## src/page_replacement_engine_top_macros.svh

```systemverilog
// Assertion macros used by the page replacement engine sequencer (pre_ctrl).
`ifndef PAGE_REPLACEMENT_ENGINE_TOP_MACROS_SVH
`define PAGE_REPLACEMENT_ENGINE_TOP_MACROS_SVH
// Same-cycle implication, checked outside reset.
`define PRE_ASSERT_NOW(lbl, ante, cons, msg) \
    lbl: assert property (@(posedge i_clk) disable iff (!i_rst_n) (ante) |-> (cons)) \
        else $error(msg);
// Next-cycle implication, checked outside reset.
`define PRE_ASSERT_NEXT(lbl, ante, cons, msg) \
    lbl: assert property (@(posedge i_clk) disable iff (!i_rst_n) (ante) |=> (cons)) \
        else $error(msg);
`endif

```

## src/pre_pkg.sv

```systemverilog
// ----------------------------------------------------------------------------
// pre_pkg
// Types, codes and constants shared by the page replacement engine.
// ----------------------------------------------------------------------------
`default_nettype none
package pre_pkg;
    localparam int FRAMES_DEF     = 32;
    localparam int PAGE_BITS_DEF  = 16;
    localparam int COUNT_BITS_DEF = 16;
    localparam int IN_PAGE_W      = 16;
    localparam int FAULT_W        = 32;
    localparam int CFG_DATA_W     = 6;
    localparam int SLOT_W_MAX     = 6;
    localparam int FCNT_W_MAX     = 7;

    typedef enum logic [1:0] {POL_FIFO, POL_LRU, POL_LFU, POL_CLOCK} t_policy;
    typedef enum logic {CFG_POLICY, CFG_FRAMES} t_cfg_idx;
    typedef enum logic [2:0] {
        OP_NONE, OP_HIT, OP_LRU_HIT, OP_REFILL, OP_LRU_MISS, OP_CLR_REF, OP_CLEAR
    } t_op;
    typedef enum logic [2:0] {S_IDLE, S_MATCH, S_SCAN, S_COMMIT, S_DONE} t_state;

    typedef struct packed {
        t_op                   op;
        logic [SLOT_W_MAX-1:0] slot;
        logic [FCNT_W_MAX-1:0] fcnt;
    } t_store_cmd;

    typedef struct packed {
        logic                  hit;
        logic [SLOT_W_MAX-1:0] hit_slot;
        logic                  empty;
        logic [SLOT_W_MAX-1:0] empty_slot;
    } t_store_stat;
endpackage
`default_nettype wire

```

## src/pre_ctrl.sv

```systemverilog
// ----------------------------------------------------------------------------
// pre_ctrl
// Sequencer: match, victim search (LFU scan, CLOCK sweep), refill and the
// pointers and fault counter that go with them.
// ----------------------------------------------------------------------------
`default_nettype none
module pre_ctrl #(
    parameter int FRAMES     = pre_pkg::FRAMES_DEF,
    parameter int PAGE_BITS  = pre_pkg::PAGE_BITS_DEF,
    parameter int COUNT_BITS = pre_pkg::COUNT_BITS_DEF,
    localparam int IDX_W     = $clog2(FRAMES)
) (
    input  wire logic                  i_clk,
    input  wire logic                  i_rst_n,
    input  wire logic                  i_in_valid,
    output logic                       o_in_ready,
    input  wire logic [15:0]           i_in_page,
    input  wire logic                  i_in_last,
    input  wire pre_pkg::t_policy      i_policy,
    input  wire logic [5:0]            i_frames,
    input  wire logic                  i_frames_all,
    output pre_pkg::t_store_cmd        o_cmd,
    output logic [PAGE_BITS-1:0]       o_page,
    output logic [IDX_W-1:0]           o_rd_idx,
    input  wire pre_pkg::t_store_stat  i_stat,
    input  wire logic                  i_rd_valid,
    input  wire logic                  i_rd_ref,
    input  wire logic [PAGE_BITS-1:0]  i_rd_page,
    input  wire logic [COUNT_BITS-1:0] i_rd_count,
    output logic                       o_res_valid,
    input  wire logic                  i_res_ready,
    output logic                       o_res_hit,
    output logic                       o_res_vv,
    output logic [15:0]                o_res_vp,
    output logic [31:0]                o_res_fault
);
    import pre_pkg::*;
    `include "page_replacement_engine_top_macros.svh"
    localparam int F_W = $clog2(FRAMES + 1);

    t_state                r_state, n_state;
    logic [PAGE_BITS-1:0]  r_page;
    logic                  r_last;
    logic [IDX_W-1:0]      r_slot, r_scan, r_best, r_fifo, r_hand;
    logic [COUNT_BITS-1:0] r_best_cnt;
    logic [PAGE_BITS-1:0]  r_best_page;
    logic [31:0]           r_miss;
    logic                  r_hit, r_vv;
    logic [15:0]           r_vp;
    logic [31:0]           r_fault;

    logic [F_W-1:0]        f;
    logic [F_W-1:0]        f_m1;
    logic [IDX_W-1:0]      last_idx;
    logic [6:0]            fr7;
    logic [PAGE_BITS+15:0] in_ext;
    logic [PAGE_BITS+15:0] rd_ext;
    logic [31:0]           miss_inc;
    logic                  better;
    logic [IDX_W-1:0]      fifo_s, hand_s, fifo_nx, scan_nx;

    // Effective frame count: zero acts as one, above the store as all.
    assign fr7 = {1'b0, i_frames};
    always_comb begin
        if (i_frames_all || fr7 > 7'(FRAMES)) begin
            f = F_W'(FRAMES);
        end else if (fr7 == 7'd0) begin
            f = F_W'(1);
        end else begin
            f = F_W'(fr7);
        end
    end
    assign f_m1     = f - F_W'(1);
    assign last_idx = f_m1[IDX_W-1:0];

    assign in_ext   = {{PAGE_BITS{1'b0}}, i_in_page};
    assign rd_ext   = {16'd0, i_rd_page};
    assign miss_inc = (&r_miss) ? r_miss : r_miss + 32'd1;
    assign better   = (i_rd_count < r_best_cnt) ||
                      (i_rd_count == r_best_cnt && i_rd_page < r_best_page);

    assign fifo_s  = (F_W'(r_fifo) >= f) ? '0 : r_fifo;
    assign hand_s  = (F_W'(r_hand) >= f) ? '0 : r_hand;
    assign fifo_nx = (F_W'(fifo_s) + F_W'(1) == f) ? '0 : fifo_s + IDX_W'(1);
    assign scan_nx = (F_W'(r_scan) + F_W'(1) == f) ? '0 : r_scan + IDX_W'(1);

    always_comb begin
        n_state = r_state;
        case (r_state)
            S_IDLE: begin
                if (i_in_valid) n_state = S_MATCH;
            end
            S_MATCH: begin
                if (i_stat.hit) begin
                    n_state = S_DONE;
                end else begin
                    case (i_policy)
                        POL_LFU: begin
                            if (i_stat.empty || last_idx == '0) n_state = S_COMMIT;
                            else n_state = S_SCAN;
                        end
                        POL_CLOCK: n_state = S_SCAN;
                        default:   n_state = S_COMMIT;
                    endcase
                end
            end
            S_SCAN: begin
                if (i_policy == POL_CLOCK) begin
                    if (!i_rd_ref) n_state = S_COMMIT;
                end else if (r_scan == last_idx) begin
                    n_state = S_COMMIT;
                end
            end
            S_COMMIT: n_state = S_DONE;
            S_DONE: begin
                if (i_res_ready) n_state = S_IDLE;
            end
            default: n_state = S_IDLE;
        endcase
    end

    always_comb begin
        o_cmd.op    = OP_NONE;
        o_cmd.slot  = '0;
        o_cmd.fcnt  = FCNT_W_MAX'(f);
        o_rd_idx    = r_scan;
        o_in_ready  = 1'b0;
        o_res_valid = 1'b0;
        case (r_state)
            S_IDLE: o_in_ready = 1'b1;
            S_MATCH: begin
                o_rd_idx = '0;
                if (i_stat.hit) begin
                    o_cmd.op   = (i_policy == POL_LRU) ? OP_LRU_HIT : OP_HIT;
                    o_cmd.slot = i_stat.hit_slot;
                end
            end
            S_SCAN: begin
                if (i_policy == POL_CLOCK && i_rd_ref) begin
                    o_cmd.op   = OP_CLR_REF;
                    o_cmd.slot = SLOT_W_MAX'(r_scan);
                end
            end
            S_COMMIT: begin
                o_rd_idx   = (i_policy == POL_LRU) ? '0 : r_slot;
                o_cmd.op   = (i_policy == POL_LRU) ? OP_LRU_MISS : OP_REFILL;
                o_cmd.slot = SLOT_W_MAX'(r_slot);
            end
            S_DONE: begin
                o_res_valid = 1'b1;
                if (i_res_ready && r_last) o_cmd.op = OP_CLEAR;
            end
            default: begin
            end
        endcase
    end

    assign o_page      = r_page;
    assign o_res_hit   = r_hit;
    assign o_res_vv    = r_vv;
    assign o_res_vp    = r_vp;
    assign o_res_fault = r_fault;

    always_ff @(posedge i_clk) begin
        if (!i_rst_n) begin
            r_state <= S_IDLE;
        end else begin
            r_state <= n_state;
        end
    end

    always_ff @(posedge i_clk) begin
        if (!i_rst_n) begin
            r_fifo <= '0;
            r_hand <= '0;
            r_miss <= '0;
            r_last <= 1'b0;
        end else begin
            case (r_state)
                S_IDLE: begin
                    if (i_in_valid) begin
                        r_page <= in_ext[PAGE_BITS-1:0];
                        r_last <= i_in_last;
                    end
                end
                S_MATCH: begin
                    r_hit   <= i_stat.hit;
                    r_vv    <= 1'b0;
                    r_vp    <= '0;
                    r_fault <= r_miss;
                    if (!i_stat.hit) begin
                        case (i_policy)
                            POL_FIFO: begin
                                r_slot <= fifo_s;
                                r_fifo <= fifo_nx;
                            end
                            POL_LRU: r_slot <= last_idx;
                            POL_LFU: begin
                                if (i_stat.empty) begin
                                    r_slot <= i_stat.empty_slot[IDX_W-1:0];
                                end else begin
                                    r_slot      <= '0;
                                    r_best      <= '0;
                                    r_best_cnt  <= i_rd_count;
                                    r_best_page <= i_rd_page;
                                    r_scan      <= IDX_W'(1);
                                end
                            end
                            default: r_scan <= hand_s;
                        endcase
                    end
                end
                S_SCAN: begin
                    if (i_policy == POL_CLOCK) begin
                        if (i_rd_ref) begin
                            r_scan <= scan_nx;
                        end else begin
                            r_slot <= r_scan;
                            r_hand <= scan_nx;
                        end
                    end else begin
                        if (better) begin
                            r_best      <= r_scan;
                            r_best_cnt  <= i_rd_count;
                            r_best_page <= i_rd_page;
                        end
                        if (r_scan == last_idx) begin
                            r_slot <= better ? r_scan : r_best;
                        end else begin
                            r_scan <= r_scan + IDX_W'(1);
                        end
                    end
                end
                S_COMMIT: begin
                    r_vv    <= i_rd_valid;
                    r_vp    <= i_rd_valid ? rd_ext[15:0] : 16'd0;
                    r_miss  <= miss_inc;
                    r_fault <= miss_inc;
                end
                S_DONE: begin
                    if (i_res_ready && r_last) begin
                        r_fifo <= '0;
                        r_hand <= '0;
                        r_miss <= '0;
                    end
                end
                default: begin
                end
            endcase
        end
    end

    `PRE_ASSERT_NEXT(a_hit_done, r_state == S_MATCH && i_stat.hit, r_state == S_DONE, "hit late")
    `PRE_ASSERT_NEXT(a_miss_mono, r_state != S_DONE, r_miss >= $past(r_miss), "fault count fell")
    `PRE_ASSERT_NOW(a_scan_range, r_state == S_SCAN, F_W'(r_scan) < f, "scan index out of range")
endmodule
`default_nettype wire

```

## config.mk

```make
export PLATFORM = sky130hd
export DESIGN_NAME = pre_ctrl
export DESIGN_NICKNAME = d
export VERILOG_FILES = /design/src/pre_pkg.sv /design/src/pre_ctrl.sv
export VERILOG_INCLUDE_DIRS = /design/src /design/src/src
export SDC_FILE = /design/constraint.sdc
export NUM_CORES = 1
export LEC_CHECK = 0
export BUFFER_PORTS_ARGS = -buffer_cell sky130_fd_sc_hd__buf_2
export CORE_AREA = 5 5 129 131
export DETAILED_ROUTE_END_ITERATION = 8
export DIE_AREA = 0 0 134 136
export MAX_ROUTING_LAYER = met4
export PLACE_DENSITY_LB_ADDON = 0.08
export SYNTH_ARGS = -nofsm -noshare
export SYNTH_HDL_FRONTEND = slang
export SYNTH_SLANG_ARGS = --single-unit
```

## constraint.sdc

```tcl
create_clock -name i_clk -period 4.95 [get_ports i_clk]
set_clock_uncertainty 0.1 [all_clocks]
set_input_delay 0.99 -clock i_clk [delete_from_list [all_inputs] [get_ports i_clk]]
set_output_delay 0.99 -clock i_clk [all_outputs]
set_load 0.02 [all_outputs]
```

-- After elaboration in Yosys (flattened, before gate mapping)
Index checks and enable logic that the tools add are counted.
- input port bits: 78
- output and inout bits: 89
- word-level logic and storage cells: 156
- bits in registers: 159
- eq/ne operators: 29
- muxes and demuxes: 72
- reductions and logical operators: 29
- $lt $le $gt $ge: 5
- add/subtract/negate cells: 6
- operator list (operator ; count):
    $mux W16 ; 11
    $pmux W32 S2 ; 2
    $mux W5 ; 25
    $pmux W16 S2 ; 3
    $pmux W5 S2 ; 7
    $mux W32 ; 2
    $add A32 B1 Y32 const B ; 1
    $lt A16 B16 Y1 ; 2
    $reduce_and A32 Y1 ; 1
    $mux W3 ; 8
    $ne A2 B2 Y1 const B ; 11
    $pmux W6 S3 ; 1
    $eq A16 B16 Y1 ; 1
    $ne A3 B3 Y1 const B ; 5
    $pmux W3 S5 ; 1
    $pmux W5 S3 ; 1
    $reduce_and A7 Y1 ; 2
    $add A5 B1 Y6 const B ; 2
    $eq A6 B6 Y1 ; 2
    $ge A5 B6 Y1 ; 2
    $mux W6 ; 2
    $pmux W3 S4 ; 1
    $reduce_and A4 Y1 ; 3
    $reduce_and A6 Y1 ; 2
    27 further kinds ; 43

-- Logic depth before layout (Yosys ltp)
- word-level depth: 11
- mapped depth: 19
- mapped depth without buffers: 18

-- Worst setup path after synthesis
OpenSTA, ideal clock, no wires.
- path type: input to register
- start point: input i_frames[3]
- end point: register r_fifo[2]
- arrival time: 4.169 ns
- buffers on the path: 1
- required time: 4.717 ns
- path slack: 0.548 ns
- cell stages on the path: 18
- setup time: 0.133 ns
- cell sequence: clkbuf_1 > nor4_1 > or2_2 > nand2_1 > inv_1 > ha_1 > nor2b_1 > o21ai_0 > a21oi_1 > and2_1 > ha_1 > nand3_1 > xor2_1 > a211oi_1 > a22oi_1 > o2111ai_1 > o2111ai_1 > a31oi_1
- RTL lines (item ; line ; text):
    start: declaration ; pre_ctrl.sv:20 ; input wire logic [5:0] i_frames,
    end signal: assignment ; pre_ctrl.sv:195 ; r_fifo <= fifo_nx;
    end: declaration ; pre_ctrl.sv:44 ; logic [IDX_W-1:0] r_slot, r_scan, r_best, r_fifo, r_hand;

-- Worst setup path in the final report
- start point: input i_frames[5]
- end point: register r_fifo[2]
- cells in the longest elaborated chain, start to end: 11
- elaborated cells on any way between the ends: 14
- classes of those cells: add/sub: 2; order compare: 2; eq/ne: 1; mux: 7; reduce/logical: 2
- ends and longest elaborated chain (item ; line ; text):
    $gt A6 B6 Y1 / $logic_not A7 Y1 (equally long branches) ; pre_ctrl.sv:65, pre_ctrl.sv:67 ;
    $logic_or A1 B1 Y1 / $mux W6 (equally long branches) ; pre_ctrl.sv:65, pre_ctrl.sv:67 ;
    $mux W6 * ; pre_ctrl.sv:65 ; if (i_frames_all || fr7 > 7'(FRAMES)) begin
    $ge A5 B6 Y1 ; pre_ctrl.sv:82 ; assign fifo_s = (F_W'(r_fifo) >= f) ? '0 : r_fifo;
    $mux W5 ; pre_ctrl.sv:82 ;
    $add A5 B1 Y6 ; pre_ctrl.sv:84 ; assign fifo_nx = (F_W'(fifo_s) + F_W'(1) == f) ? '0 : fifo_s + IDX_W'(1);
    $eq A6 B6 Y1 ; pre_ctrl.sv:84 ;
    $mux W5 * ; pre_ctrl.sv:84 ;
    $mux W5 * ; pre_ctrl.sv:192 ; case (i_policy)
    $mux W5 * ; pre_ctrl.sv:191 ; if (!i_stat.hit) begin
    $pmux W5 S2 * ; pre_ctrl.sv:179 ; case (r_state)
Every way passes the cells marked *; elsewhere a longest branch is shown, timed or not. The select of a mux whose other input is x is not followed.
A chain may end at the register's enable or synchronous reset.

==> metrics.cfg <==
[drt]
post_drt_wl_per_cell_um=17.58
dr_wl_met2_mm=9.228
highest_layer=met4
drt-met1-wl_mm=9.343
routed_wl_mm=20.22
drc=0
ant_nets=0
dr_total_vias=6606
drtPass1Iterations=7
vias_per_cell=5.744
wl_met3_mm=1.454
drtIter0Drc=560

[cts]
ctsRootBufferMaster=clkbuf_16
ctsResizeCount=0
cts_tree=done
clk_pin_slew_ps=60
ctsLongestPathBuffers=2
clkSinkCount=159
cts_setup_buffers=0
numCtsBuffers=17
clkLatencyLatePin_ps=430
postCtsHoldBufs=0
cts_max_level=4

[sta]
setup_viol=0
fin_tns_setup_ps=0
period_minus_slack_ps=4410
drv_slew=0
rsz0062_at_grt=false
slew_headroom_pct=45.13
fin_crit_sh_pct=89.09
finalHoldViolCount=0
fmax_ghz=0.2268
worst_pin_slew_ps=815.5

[critical_path]
startpoint_type=input pin
critPathBufInv=2
crit_chain=buf_2, nor2_1, nand2_1, ha_1, and2_1, o21a_1, a21oi_1, nand2_1, inv_1, ha_1, nand3_1, xor2_1, a211oi_1, a22oi_1, o2111ai_1, o2111ai_1, a31oi_1
crit_slowest_cell=nor2_1
cp-end-kind=flop
crit_path_max_fanout=10
worst-r2r-setup-slack_ps=1510
arrival_ps=4610
crit_type=in -> reg
cpPeakStageDelay_ps=480
critical_path_required_ps=5150
cp_top_family=compound AO/OA/AOI/OAI gates

[global_route]
antenna_found_initial=1
grt_pass1_vias=6374
grt_usage_pct=22.73
gr-total-overflow=0
grt_pass1_wl_mm=32.11
grt_max_degree=50

[power_and_ir_drop]
p_per_area_nw_per_um2=335.0
ir_drop_mv=0.2388
leakage_nw=4.138

[finish]
final_cell_mix=buf_2 (164), edfxtp_1 (113), nand2_1 (64)
fillerInstances=1267
layout_commonest_cell=buf_2
fin_nets=1072
area_delta_synth_final_pct=20.20
final_cells=1150
drive_gt1_share_pct=23.09

[worst_hold_path]
holdCritPathClass=reg -> reg

[place]
place.gp.congestion=0.8833
post-dp-hpwl_mm=15.14
dp_cells=1117
port_buffers=164

[yosys]
yosysTopAreaCell=edfxtp_1
ys_seq_area_share_pct=52.37
syn_area_per_cell_um2=10.52
ys_async_sr_fraction_pct=0
ys_ff_latch=159
synth-main-ff-cell=edfxtp_1
netlist_instances=783
synthTopCellsByArea=edfxtp_1 (41%), dfxtp_1 (11%), ha_1 (7.6%)
syn_area_um2=8238
yosysUniqueCellTypes=65
synth_edf_count=113
synth_warnings=0
synth_top_cell_area_share_pct=41.19
syn_nets=911

[run]
drv_cap=0

[die]
start_util_pct=53.21
placeableCoreArea_um2=15480
rows=46
die-height_um=136
die-area_um2=18220
pin_count=167
die_x_um=134

[status]
run_status=completed

[routing by layer]
layer  global-route usage, %  vias to the layer above
met5                       -                        -
met4                   5.086                        0
met3                   4.404                       17
met2                   35.18                      249
met1                   31.39                     3136
li1                        -                     3204
[cells in the mapped netlist (all sizes together), types with 5 or more instances]
library cell,n
o211ai,14
or4,5
nand3,30
nor2b,22
and2,24
and3,13
a222oi,5
nand4,12
or3,10
edfxtp,113
or2,5
o21ai,45
nor2,45
ha,50
a31oi,5
a22o,7
xor2,23
o31ai,8
nand2,64
a41oi,6
a311oi,5
a21oi,36
xnor2,21
clkbuf,30
a211oi,6
inv,56
nand2b,5
o2bb2ai,5
dfxtp,46
nor3,13
[area by class of cell]
type / count / area [um2] / share of cell area, %
antenna: 1 / 2.502 / 0.02527
clock buffer: 19 / 454.2 / 4.587
clock inverter: 13 / 187.7 / 1.895
inverter: 59 / 221.5 / 2.237
multi-input combinational: 532 / 3578 / 36.14
sequential: 159 / 4314 / 43.57
tap: 192 / 240.2 / 2.426
timing repair buffer: 175 / 903.4 / 9.123
[worst paths after layout]
check,from,to,cells after the start
max,i_frames[5],r_fifo[2]$_SDFFE_PN0P_,17
min,r_hand[0]$_SDFFE_PN0P_,r_hand[0]$_SDFFE_PN0P_,2
max reg2reg,r_fifo[0]$_SDFFE_PN0P_,r_fifo[2]$_SDFFE_PN0P_,14
min reg2reg,r_hand[0]$_SDFFE_PN0P_,r_hand[0]$_SDFFE_PN0P_,2
[power breakdown]
part	leakage [nW]	total, mW	switching (mW)	internal [mW]
registers	1.42	1.51	0.0260	1.49
logic	2.40	0.394	0.260	0.134
clock network	0.317	1.41	0.563	0.845
[stage by stage]
step	util, %	total power [mW]	area, um2	hold WS, ps	setup WS [ps]
CTS	63.94	3.342	9899	386.8	608.6
global placement	59.79	1.925	9258	337.3	290.6
global route	63.96	3.447	9902	427.2	134.3
detailed placement	59.79	1.936	9258	369.5	211.2
finish	63.96	3.317	9902	388.1	540.1
floorplan	-	1.785	8238	325.0	548.3
[worst register-to-register path: stages, from the launching register on]
cell,delay [ps]
dfxtp_1,450
inv_1,110
ha_1,210
nor2b_1,120
o21ai_0,360
a21oi_1,190
and2_1,220
ha_1,240
nand3_1,110
xor2_1,190
a211oi_1,80
a22oi_1,230
o2111ai_1,280
o2111ai_1,290
a31oi_1,120
[cell families (layout without fill, tap and decap cells)]
kind of cell	Yosys count	in the layout	synth area share (%)
buf+inv	92	266	4.283
flops	159	159	52.37
fa+ha+maj	50	50	7.594
other cells	1	2	0.04552
simple gates	259	259	16.13
compound gates	175	175	14.51
xor+xnor	44	44	4.678
mux	3	3	0.3949
[registers in the layout, summed over array words and instances, names as in the netlist, 3 cells and up]
signal	flops
r_slot	5
r_best_cnt	16
o_res_vp	16
r_best_page	16
r_hand	5
r_fifo	5
r_state	3
r_best	5
r_miss	32
o_res_fault	32
o_page	16
r_scan	5
No activity file was read; power rests on OpenSTA's default activity.
